File: config.mk
export PLATFORM = sky130hd
export DESIGN_NAME = bright_spot_centroid
export DESIGN_NICKNAME = d
export VERILOG_FILES = /design/src/design/bsc_pkg.sv /design/src/design/bright_spot_centroid.sv /design/src/design/bsc_front.sv /design/src/design/bsc_queue.sv /design/src/design/bsc_back.sv
export SDC_FILE = /design/constraint.sdc
export NUM_CORES = 1
export LEC_CHECK = 0
export BUFFER_PORTS_ARGS = -buffer_cell sky130_fd_sc_hd__clkbuf_2
export CAP_MARGIN = 30
export CORE_MARGIN = 2
export CORE_UTILIZATION = 60
export DETAILED_ROUTE_END_ITERATION = 12
export GPL_TIMING_DRIVEN = 1
export PLACE_DENSITY = 0.78
export SLEW_MARGIN = 20
export SYNTH_ARGS = -nofsm -noshare
export SYNTH_HDL_FRONTEND = slang
export SYNTH_HIERARCHICAL = 1
export SYNTH_SLANG_ARGS = --single-unit
File: constraint.sdc
create_clock -name clk -period 15.32 [get_ports clk]
set_input_delay 0.766 -clock clk [delete_from_list [all_inputs] [get_ports clk]]
set_output_delay 0.766 -clock clk [all_outputs]
set_load 0.1 [all_outputs]
File: src/design/bsc_pkg.sv
package bsc_pkg;

  localparam int COORD_W   = 11;
  localparam int COLOR_W   = 8;
  localparam int SUM_W     = 33;
  localparam int CNT_W     = 23;
  localparam int CFG_IDX_W = 2;

  // Saturation point of the hit counter; keeps both sums inside SUM_W bits.
  localparam logic [CNT_W-1:0] HIT_CAP = CNT_W'(4194304);

  localparam logic [COLOR_W-1:0] RED_THR_RESET   = COLOR_W'(253);
  localparam logic [COLOR_W-1:0] GREEN_THR_RESET = COLOR_W'(150);
  localparam logic [COLOR_W-1:0] BLUE_THR_RESET  = COLOR_W'(150);

  localparam int unsigned DEF_MAX_WIDTH   = 2048;
  localparam int unsigned DEF_MAX_HEIGHT  = 2048;
  localparam int unsigned DEF_QUEUE_DEPTH = 2;

  typedef enum logic [CFG_IDX_W-1:0] {
    REG_RED_THR   = 2'd0,
    REG_GREEN_THR = 2'd1,
    REG_BLUE_THR  = 2'd2
  } cfg_reg_t;

  typedef struct packed {
    logic [COORD_W-1:0] pixel_x;
    logic [COORD_W-1:0] pixel_y;
    logic [COLOR_W-1:0] red;
    logic [COLOR_W-1:0] green;
    logic [COLOR_W-1:0] blue;
    logic               last_pixel;
  } pixel_t;

  typedef struct packed {
    logic [COORD_W-1:0] centroid_x;
    logic [COORD_W-1:0] centroid_y;
    logic [CNT_W-1:0]   dot_count;
    logic               dot_found;
  } result_t;

  // Accumulated totals of one finished frame.
  typedef struct packed {
    logic [SUM_W-1:0] sum_x;
    logic [SUM_W-1:0] sum_y;
    logic [CNT_W-1:0] hit_count;
  } frame_t;

  typedef struct packed {
    logic full;
    logic empty;
  } queue_status_t;

endpackage

File: src/design/bright_spot_centroid.sv
// Bright spot centroid: finds the center of a laser dot in an RGB pixel stream.
//
// Input queue side: drive a pixel (position, color, last_pixel mark) with push;
// the pixel transfers on a rising edge with push high and full low. Pixels are
// taken one per cycle for the whole frame; full rises only when the frame
// queue between the accumulator and the divider holds QUEUE_DEPTH finished
// frames, and then only blocks further pixels until the divider drains one.
// Result queue side: one result per frame, present while empty is low and
// transferred on a rising edge with pop high and empty low. A stalled result
// holds; the divider keeps it until it is popped, while pixels keep flowing.
// Path: the frame record of the last pixel enters the frame queue, is loaded
// into the divider, runs 11 restoring steps of the shared-cycle divider, and
// the result is then registered. The divider takes a new frame only after the
// last result is registered; frames arriving sooner back up into the queue.
// Configuration: cfg_index 0/1/2 writes the red/green/blue threshold; writes
// complete at once (cfg_ready is always high); unknown indexes are dropped.
// Reset: thresholds return to 253/150/150, sums and count clear, both queues
// empty.
module bright_spot_centroid
  import bsc_pkg::*;
#(
  parameter int unsigned MAX_WIDTH   = DEF_MAX_WIDTH,
  parameter int unsigned MAX_HEIGHT  = DEF_MAX_HEIGHT,
  parameter int unsigned QUEUE_DEPTH = DEF_QUEUE_DEPTH
) (
  input  logic                 clk,
  input  logic                 rst,
  input  logic                 push,
  output logic                 full,
  input  pixel_t               pixel,
  output logic                 empty,
  input  logic                 pop,
  output result_t              result,
  input  logic                 cfg_valid,
  output logic                 cfg_ready,
  input  logic [CFG_IDX_W-1:0] cfg_index,
  input  logic [COLOR_W-1:0]   cfg_data
);

  logic          accept;
  logic          frame_push;
  frame_t        frame_in;
  frame_t        frame_out;
  logic          q_pop;
  queue_status_t q_status;

  // Registers take a write in any cycle.
  assign cfg_ready = 1'b1;

  // Hold off pixels only while the frame queue cannot take another record.
  assign full   = q_status.full;
  assign accept = push && !full;

  bsc_front #(
    .MAX_WIDTH  (MAX_WIDTH),
    .MAX_HEIGHT (MAX_HEIGHT)
  ) u_front (
    .clk        (clk),
    .rst        (rst),
    .cfg_we     (cfg_valid && cfg_ready),
    .cfg_index  (cfg_index),
    .cfg_data   (cfg_data),
    .accept     (accept),
    .pixel      (pixel),
    .frame_push (frame_push),
    .frame      (frame_in)
  );

  bsc_queue #(
    .DEPTH (QUEUE_DEPTH)
  ) u_queue (
    .clk    (clk),
    .rst    (rst),
    .push   (frame_push),
    .wdata  (frame_in),
    .pop    (q_pop),
    .rdata  (frame_out),
    .status (q_status)
  );

  bsc_back u_back (
    .clk     (clk),
    .rst     (rst),
    .q_empty (q_status.empty),
    .frame   (frame_out),
    .q_pop   (q_pop),
    .pop     (pop),
    .empty   (empty),
    .result  (result)
  );

  // A result without a dot carries all-zero fields.
  a_no_dot_zero: assert property (@(posedge clk) disable iff (rst)
    (!empty && !result.dot_found) |->
      (result.centroid_x == '0 && result.centroid_y == '0 && result.dot_count == '0))
    else $error("empty frame result has nonzero fields");

  // A found dot always has a nonzero, unsaturated-beyond-cap count.
  a_found_count: assert property (@(posedge clk) disable iff (rst)
    (!empty && result.dot_found) |->
      (result.dot_count != '0 && result.dot_count <= HIT_CAP))
    else $error("found dot with bad count");

  // Frame queue cannot be full and empty at once.
  a_queue_status: assert property (@(posedge clk) disable iff (rst)
    q_status.full |-> !q_status.empty)
    else $error("frame queue status inconsistent");

  // A frame record is never pushed into a full queue.
  a_no_overflow: assert property (@(posedge clk) disable iff (rst)
    frame_push |-> !q_status.full)
    else $error("frame record pushed into full queue");

endmodule

File: src/design/bsc_front.sv
module bsc_front
  import bsc_pkg::*;
#(
  parameter int unsigned MAX_WIDTH  = DEF_MAX_WIDTH,
  parameter int unsigned MAX_HEIGHT = DEF_MAX_HEIGHT
) (
  input  logic                 clk,
  input  logic                 rst,
  input  logic                 cfg_we,
  input  logic [CFG_IDX_W-1:0] cfg_index,
  input  logic [COLOR_W-1:0]   cfg_data,
  input  logic                 accept,
  input  pixel_t               pixel,
  output logic                 frame_push,
  output frame_t               frame
);

  logic [COLOR_W-1:0] red_thr;
  logic [COLOR_W-1:0] green_thr;
  logic [COLOR_W-1:0] blue_thr;
  logic [SUM_W-1:0]   sum_x;
  logic [SUM_W-1:0]   sum_y;
  logic [CNT_W-1:0]   hit_count;
  logic [SUM_W-1:0]   sum_x_next;
  logic [SUM_W-1:0]   sum_y_next;
  logic [CNT_W-1:0]   hit_count_next;
  logic               in_frame;
  logic               hit;

  assign in_frame = (32'(pixel.pixel_x) < MAX_WIDTH) && (32'(pixel.pixel_y) < MAX_HEIGHT);
  assign hit = in_frame && (pixel.red > red_thr) && (pixel.green > green_thr) &&
               (pixel.blue > blue_thr) && (hit_count < HIT_CAP);

  always_comb begin
    sum_x_next     = sum_x;
    sum_y_next     = sum_y;
    hit_count_next = hit_count;
    if (hit) begin
      sum_x_next     = sum_x + SUM_W'(pixel.pixel_x);
      sum_y_next     = sum_y + SUM_W'(pixel.pixel_y);
      hit_count_next = hit_count + CNT_W'(1);
    end
  end

  // The frame record includes the last pixel itself.
  assign frame_push      = accept && pixel.last_pixel;
  assign frame.sum_x     = sum_x_next;
  assign frame.sum_y     = sum_y_next;
  assign frame.hit_count = hit_count_next;

  always_ff @(posedge clk) begin
    if (rst) begin
      red_thr   <= RED_THR_RESET;
      green_thr <= GREEN_THR_RESET;
      blue_thr  <= BLUE_THR_RESET;
      sum_x     <= '0;
      sum_y     <= '0;
      hit_count <= '0;
    end else begin
      if (cfg_we) begin
        unique case (cfg_reg_t'(cfg_index))
          REG_RED_THR:   red_thr   <= cfg_data;
          REG_GREEN_THR: green_thr <= cfg_data;
          REG_BLUE_THR:  blue_thr  <= cfg_data;
          default: ;
        endcase
      end
      if (accept) begin
        if (pixel.last_pixel) begin
          sum_x     <= '0;
          sum_y     <= '0;
          hit_count <= '0;
        end else begin
          sum_x     <= sum_x_next;
          sum_y     <= sum_y_next;
          hit_count <= hit_count_next;
        end
      end
    end
  end

endmodule

File: src/design/bsc_queue.sv
module bsc_queue
  import bsc_pkg::*;
#(
  parameter int unsigned DEPTH = DEF_QUEUE_DEPTH
) (
  input  logic          clk,
  input  logic          rst,
  input  logic          push,
  input  frame_t        wdata,
  input  logic          pop,
  output frame_t        rdata,
  output queue_status_t status
);

  localparam int PTR_W = (DEPTH > 1) ? $clog2(DEPTH) : 1;
  localparam int CNT_W_Q = $clog2(DEPTH + 1);
  localparam logic [PTR_W-1:0] LAST_PTR = PTR_W'(DEPTH - 1);
  localparam logic [CNT_W_Q-1:0] FULL_CNT = CNT_W_Q'(DEPTH);

  frame_t              entries [DEPTH];
  logic [PTR_W-1:0]    wr_ptr;
  logic [PTR_W-1:0]    rd_ptr;
  logic [CNT_W_Q-1:0]  count;
  logic                do_push;
  logic                do_pop;

  assign status.full  = (count == FULL_CNT);
  assign status.empty = (count == '0);
  assign do_push      = push && !status.full;
  assign do_pop       = pop && !status.empty;
  assign rdata        = entries[rd_ptr];

  always_ff @(posedge clk) begin
    if (do_push) begin
      entries[wr_ptr] <= wdata;
    end
  end

  always_ff @(posedge clk) begin
    if (rst) begin
      wr_ptr <= '0;
      rd_ptr <= '0;
      count  <= '0;
    end else begin
      if (do_push) begin
        wr_ptr <= (wr_ptr == LAST_PTR) ? '0 : wr_ptr + PTR_W'(1);
      end
      if (do_pop) begin
        rd_ptr <= (rd_ptr == LAST_PTR) ? '0 : rd_ptr + PTR_W'(1);
      end
      case ({do_push, do_pop})
        2'b10:   count <= count + CNT_W_Q'(1);
        2'b01:   count <= count - CNT_W_Q'(1);
        default: count <= count;
      endcase
    end
  end

endmodule

File: src/design/bsc_back.sv
module bsc_back
  import bsc_pkg::*;
(
  input  logic    clk,
  input  logic    rst,
  input  logic    q_empty,
  input  frame_t  frame,
  output logic    q_pop,
  input  logic    pop,
  output logic    empty,
  output result_t result
);

  localparam int STEP_W = $clog2(COORD_W);
  localparam int DS_W   = CNT_W + COORD_W;
  localparam logic [STEP_W-1:0] FIRST_STEP = STEP_W'(COORD_W - 1);

  typedef enum logic [1:0] {
    S_IDLE,
    S_DIV,
    S_HOLD
  } state_t;

  state_t             state;
  logic [SUM_W-1:0]   rem_x;
  logic [SUM_W-1:0]   rem_y;
  logic [DS_W-1:0]    div_sh;
  logic [COORD_W-1:0] quo_x;
  logic [COORD_W-1:0] quo_y;
  logic [CNT_W-1:0]   count;
  logic [STEP_W-1:0]  step;
  logic               res_valid;
  logic               ge_x;
  logic               ge_y;
  logic [DS_W-1:0]    diff_x;
  logic [DS_W-1:0]    diff_y;

  assign q_pop = (state == S_IDLE) && !q_empty;
  assign empty = !res_valid;

  // One restoring step per cycle on both coordinates; the mean is below 2^COORD_W.
  assign diff_x = DS_W'(rem_x) - div_sh;
  assign diff_y = DS_W'(rem_y) - div_sh;
  assign ge_x   = DS_W'(rem_x) >= div_sh;
  assign ge_y   = DS_W'(rem_y) >= div_sh;

  always_ff @(posedge clk) begin
    if (rst) begin
      state     <= S_IDLE;
      res_valid <= 1'b0;
    end else begin
      // In S_HOLD the result register is refilled in place, so clear only elsewhere.
      if (pop && res_valid && (state != S_HOLD)) begin
        res_valid <= 1'b0;
      end
      unique case (state)
        S_IDLE: begin
          if (!q_empty) begin
            rem_x  <= frame.sum_x;
            rem_y  <= frame.sum_y;
            div_sh <= DS_W'(frame.hit_count) << (COORD_W - 1);
            count  <= frame.hit_count;
            step   <= FIRST_STEP;
            state  <= S_DIV;
          end
        end
        S_DIV: begin
          if (ge_x) begin
            rem_x <= diff_x[SUM_W-1:0];
          end
          if (ge_y) begin
            rem_y <= diff_y[SUM_W-1:0];
          end
          quo_x  <= {quo_x[COORD_W-2:0], ge_x};
          quo_y  <= {quo_y[COORD_W-2:0], ge_y};
          div_sh <= div_sh >> 1;
          step   <= step - STEP_W'(1);
          if (step == '0) begin
            state <= S_HOLD;
          end
        end
        S_HOLD: begin
          if (!res_valid || pop) begin
            if (count == '0) begin
              result <= '0;
            end else begin
              result.centroid_x <= quo_x;
              result.centroid_y <= quo_y;
              result.dot_count  <= count;
              result.dot_found  <= 1'b1;
            end
            res_valid <= 1'b1;
            state     <= S_IDLE;
          end
        end
        default: state <= S_IDLE;
      endcase
    end
  end

endmodule

After elaboration in Yosys (flattened, before gate mapping)
Memory sizes are Yosys's and may differ from the RTL's. A register that Yosys moved wholly into a read port is not among the register bits.
Index checks and enable logic that the tools add are counted.
Storage, ports and cells
  memory bits (writable): 178
  memories: 1
  bits of input ports: 62
  flip-flop bits (word level): 315
  logic and storage cells: 116
Memories
  u_queue.entries: words 2, width 89, read ports 1, clocked after memory_dff 1, wr ports 1, line bsc_queue.sv:20  | frame_t entries [DEPTH];
Cells by class
  equal/unequal tests: 13
  bitwise gates (word level): 2
  reduce and logical (&&, ||, !) cells: 31
  magnitude comparators: 6
  multiplexer cells: 31
  $add $sub $neg: 10
Operator list (number)
  33-bit 2-to-1 mux: 8
  33-bit one-hot mux with 2 select lines: 2
  33-bit by 34-bit >= comparator with 1-bit output: 2
  34-bit one-hot mux with 2 select lines: 1
  33-bit by 11-bit adder with 33-bit output: 2
  33-bit subtractor: 2
  23-bit 2-to-1 mux: 2
  34-bit 2-to-1 mux: 1
  8-bit greater-than comparator: 3
  23-bit by 1-bit adder with 23-bit output, second input constant: 1
  23-bit zero test: 1
  23-bit less-than comparator, second input constant: 1
  3-bit AND reduction: 4
  1-bit logical AND: 10
  1-bit 2-to-1 mux: 10
  2-bit == test, second input constant: 4
  2-bit by 1-bit != test with 1-bit output, second input constant: 4
  4-bit one-hot mux with 2 select lines: 1
  2-bit AND reduction: 4
  4-bit AND reduction: 2
  2-bit by 1-bit == test with 1-bit output, second input constant: 3
  2-bit zero test: 3
  2-bit 2-to-1 mux: 3
  2-bit one-hot mux with 3 select lines: 1
  other kinds (12): 18

Logic depth before layout (Yosys ltp)
  word-level depth: 7
  gate-level depth with buffers: 12
  mapped depth without buffers: 11

Cells and area by module
The synthesis kept the hierarchy.
By module, submodules not included
  bsc_back: cells each 1051, sequential area each 5885.6 sq um, times used 1, area an instance 11008.1 sq um
  bsc_front: cells each 939, sequential area each 2262.2 sq um, times used 1, area an instance 7387.1 sq um
  bsc_queue: cells each 303, sequential area each 5445.2 sq um, times used 1, area an instance 6627.6 sq um
  bright_spot_centroid: cells each 3, sequential area each 0.0 sq um, times used 1, area an instance 25.0 sq um

Worst setup path before layout
No wires, ideal clock.
  path kind: input to register
  start point: input rst
  end point: register u_back.rem_y[0] (enable)
  path slack: 9.188 ns
  buffers on the path: 0
  arrival time: 5.698 ns
  stages on the path: 3
  cells stage by stage: a211oi_1 o31ai_1 a21oi_1
Between the ends
  word-level cells in the longest chain between the ends: 2
Ends and longest elaborated chain
  start, declared: line bright_spot_centroid.sv:27  | input logic rst,
  1-bit inverter (no line)
  4-bit AND reduction (no line)
  end signal, assigned: line bsc_back.sv:60  | rem_y <= frame.sum_y;
  end signal, assigned: line bsc_back.sv:72  | rem_y <= diff_y[SUM_W-1:0];
  end, declared: line bsc_back.sv:26  | logic [SUM_W-1:0] rem_y;
Every way passes these cells.
A chain may end at the register's enable or synchronous reset.

Final worst setup path
  start point: register u_queue.count[0]
  end point: memory u_queue/entries[0][24] (netlist bit) (enable)
Between the ends
  word-level cells in the longest chain between the ends: 7
Ends and longest elaborated chain
  start, declared: line bsc_queue.sv:23  | logic [CNT_W_Q-1:0] count;
  start signal, assigned: line bsc_queue.sv:52  | 2'b10: count <= count + CNT_W_Q'(1);
  start signal, assigned: line bsc_queue.sv:53  | 2'b01: count <= count - CNT_W_Q'(1);
  start signal, assigned: line bsc_queue.sv:54  | default: count <= count;
  2-bit == test: line bsc_queue.sv:27  | assign status.full = (count == FULL_CNT);
  1-bit zero test: line bright_spot_centroid.sv:52  | assign accept = push && !full;
  1-bit logical AND: line bright_spot_centroid.sv:52
  net accept: line bright_spot_centroid.sv:40  | logic accept;
  1-bit logical AND: line bsc_front.sv:46  | assign frame_push = accept && pixel.last_pixel;
  net frame_push: line bright_spot_centroid.sv:41  | logic frame_push;
  1-bit logical AND: line bsc_queue.sv:29  | assign do_push = push && !status.full;
  1-bit 2-to-1 mux: line bsc_queue.sv:34  | if (do_push) begin
  1-bit 2-to-1 mux (not written as such): line bsc_queue.sv:35  | entries[wr_ptr] <= wdata;
  end, declared: line bsc_queue.sv:20
The timed path passes the listed nets, and every way through them passes these cells.

==> run summary <==
run status -> finished, final reports clean
Syn Inst Count -> 2296
Final ANT Viol Nets -> 0
Chip Width -> 208 um
Post-DP Area -> 0.0260 mm^2
Hold/Removal Path Class -> reg2reg
drt drc -> 0
WL/cell -> 20.4 um
Die ar. -> 0.0434 mm^2
Post-Syn Area -> 0.0250 mm^2
CTS tree -> done
Core Rows -> 74
max-slew violation count -> 0
Internal -> 0.00276 W
CP Class -> reg2reg
Post-CTS Repair Setup Buffers -> 0
Max FO, Critical Path -> 71
H-Tree Depth -> 2
Area Overhead vs Synth -> 11.2%
Total Wirelength -> 60000 um
Initial Utilization -> 61.1%
first-pass GRT wire length -> 94100 um
sum of negative setup slack -> 0 ns
die height -> 208 um
Final Cycle Share -> 24.2%
dpl hpwl -> 41500 um
Max Cap Viol -> 0
clock network power share -> 32.9%
vias in the first global route -> 17400
clock skew -> 0.0203 ns
CP arrival -> 3.92 ns
Reg clk slew, reported paths -> 0.06 ns
Post-Syn Nets -> 2477
Pleak -> 10.6 nW
asr flop ratio synth -> 0%
CP Data Required Time -> 15.53 ns
PD cells -> 144 mW/mm^2
gr ovfl total -> 0
design area -> 0.0279 mm^2
unrepaired setup endpoints after global routing -> false
GR Util All Layers -> 27.4%
Placer Congestion -> 0.926
Clk Latency, worst-skew pair -> 0.60 ns
# fillers -> 2993
Worst setup EP type -> flop
Distinct cells, synth -> 89
clk buf depth -> 3
setup slack, reg-to-reg -> 11.61 ns
CTS Buf Count -> 51
sequential cell area fraction in the yosys report -> 54.3%
core footprint -> 0.0410 mm^2
P_sw -> 0.00124 W
slew of the pin with the lowest slew margin -> 1.00 ns
Synth Area per Inst -> 10.9 um^2
Final Hold Viols -> 0
Nets -> 2539
antenna diode count -> 0
largest net degree at the start of global routing -> 77
endpoints failing setup -> 0
vias after detailed routing -> 18200
Via-to-Cell Ratio -> 6.21
Iteration-0 DRC Markers -> 1717
Slew headroom -> 33.2%
Net Sw Frac -> 31.1%
Max VDD drop -> 0.0816 mV
Peak Freq -> 270 MHz
CTS Root Cell -> clkbuf_16
Synth warnings -> 6
Period minus WS final -> 3.71 ns
Post-synth EDFFs -> 372
antenna violations before repair -> 0
number of synthesized register bits -> 493
PortBufs -> 109
num ports -> 111
first-pass iteration count of the detailed router -> 8
ys flop type -> edfxtp_1
Logic pwr share -> 26.3%
CP startpoint kind -> flop
clk sinks -> 493
share of layout cells above drive strength 1 -> 14.6%
hold_buf cts -> 0
register share of total power -> 40.9%
PostCTS Resize Cnt -> 0
-- stage by stage --
step / utilization [%] / hold slack [ns] / total power, W / setup slack (ns) / cells
CTS: 67.8 / 0.420 / 0.00400 / 11.61 / 2930
floorplan: - / 0.418 / 0.00241 / 9.19 / 2296
global placement: 63.3 / 0.423 / 0.00265 / 11.47 / 2832
finish: 67.9 / 0.444 / 0.00400 / 11.61 / 2932
detailed placement: 63.5 / 0.429 / 0.00268 / 11.46 / 2835
global route: 67.9 / 0.448 / 0.00418 / 11.41 / 2932
-- Yosys cell counts (9+ instances only) --
master	number	area share, %
nor4_1	10	0.25
mux2i_1	12	0.48
dfxtp_1	121	9.7
a22o_1	25	0.87
a21oi_1	148	3.0
and4_1	10	0.35
buf_2	15	0.30
nor2b_1	32	0.80
edfxtp_1	372	45
a21o_1	38	1.1
nand2b_1	10	0.25
xnor2_1	89	3.1
and2_1	9	0.22
xor2_1	39	1.4
nor3_1	27	0.54
o31ai_1	43	1.3
buf_1	12	0.18
inv_1	102	1.5
a211oi_1	10	0.30
o21bai_1	14	0.42
nand2_1	267	4.0
ha_1	115	5.7
a31oi_1	36	0.90
mux2_2	92	4.1
nand4_1	23	0.57
o21a_1	17	0.51
and3_1	32	0.80
or3_1	23	0.57
nor2_1	111	1.7
o21ai_0	159	3.2
clkbuf_1	93	1.4
o211ai_1	22	0.66
nand3_1	53	1.1
-- sequential cells by signal (all words and copies together) (netlist names), 11 cells and up, named ones only --
register           flops
u_back/rem_x          33
u_back/result         46
u_back/count          23
u_front/sum_y         33
u_front/sum_x         33
u_back/div_sh         33
u_front/hit_count     23
u_back/quo_y          11
u_back/quo_x          11
u_back/rem_y          33
u_queue/entries      178
-- worst max-delay path: stages, from the launching register on --
cell,delay (ns)
dfxtp_1,0.42
nand2b_2,0.22
inv_2,0.08
nor2b_4,0.23
inv_1,0.37
nor2_1,0.36
inv_1,0.10
or3_1,0.40
clkinv_2,0.27
buf_4,0.80
-- routing by layer --
| layer | global-route usage (%) | share of wire [%] |
|---|---|---|
| met1 | 39.6 | 45 |
| met2 | 42.7 | 46 |
| met3 | 4.11 | 7.3 |
| met4 | 9.08 | 2.5 |
| met5 | 0 | 0 |
-- worst paths after layout --
check	start	to	cells after the start
worst max-delay path	u_queue/count[0]$_SDFFE_PP0P_	u_queue/entries[0][24]$_DFFE_PP_	9
worst min-delay path	u_back/quo_y[0]$_DFFE_PP_	u_back/quo_y[1]$_DFFE_PP_	0
worst max register to register	u_queue/count[0]$_SDFFE_PP0P_	u_queue/entries[0][24]$_DFFE_PP_	9
worst min register to register	u_back/quo_y[0]$_DFFE_PP_	u_back/quo_y[1]$_DFFE_PP_	0
-- cells in the final DEF (no fill, tap or decap), drive strengths merged, types with 9 or more instances in the layout --
cell type  instances
nor3              28
o21ai            165
nand4             23
and2               9
ha               115
buf               25
a31oi             36
a22o              25
nand3             54
clkbuf           169
mux2i             12
xor2              39
or3               23
bufinv             9
xnor2             89
and4              10
o31ai             44
o211ai            23
inv              104
nor2             112
a21oi            149
dfxtp            121
and3              32
clkinv            24
nor2b             33
edfxtp           372
a21o              38
nand2b            11
nor4              13
o21a              17
o21bai            14
mux2              92
a211oi            11
nand2            267
-- power groups by stage --
stage	sequential [W]	combinational (W)	clock, W
2_1_floorplan	0.00165	0.000757	0
3_3_place_gp	0.00166	0.000997	0
3_5_place_dp	0.00166	0.00102	0
4_1_cts	0.00164	0.00103	0.00133
5_1_grt	0.00165	0.00115	0.00138
6_report	0.00164	0.00105	0.00132
-- cell type report --
type | count | area [um^2] | share of cell area (%)
Sequential cell | 493 | 13600 | 48.8
Multi-Input combinational cell | 1575 | 10600 | 38.2
Clock buffer | 60 | 1360 | 4.89
Timing Repair Buffer | 134 | 777 | 2.79
Tap cell | 532 | 666 | 2.39
Clock inverter | 35 | 425 | 1.53
Inverter | 103 | 388 | 1.39
-- kinds of logic after synthesis --
group / share of synthesized area (%)
mux: 4.62
simple gates: 12.2
flops: 54.3
fa+ha+maj: 6.06
other cells: 0.0150
buf+inv: 3.58
compound gates: 14.8
xor+xnor: 4.48
(Power assumes the default switching activity.)
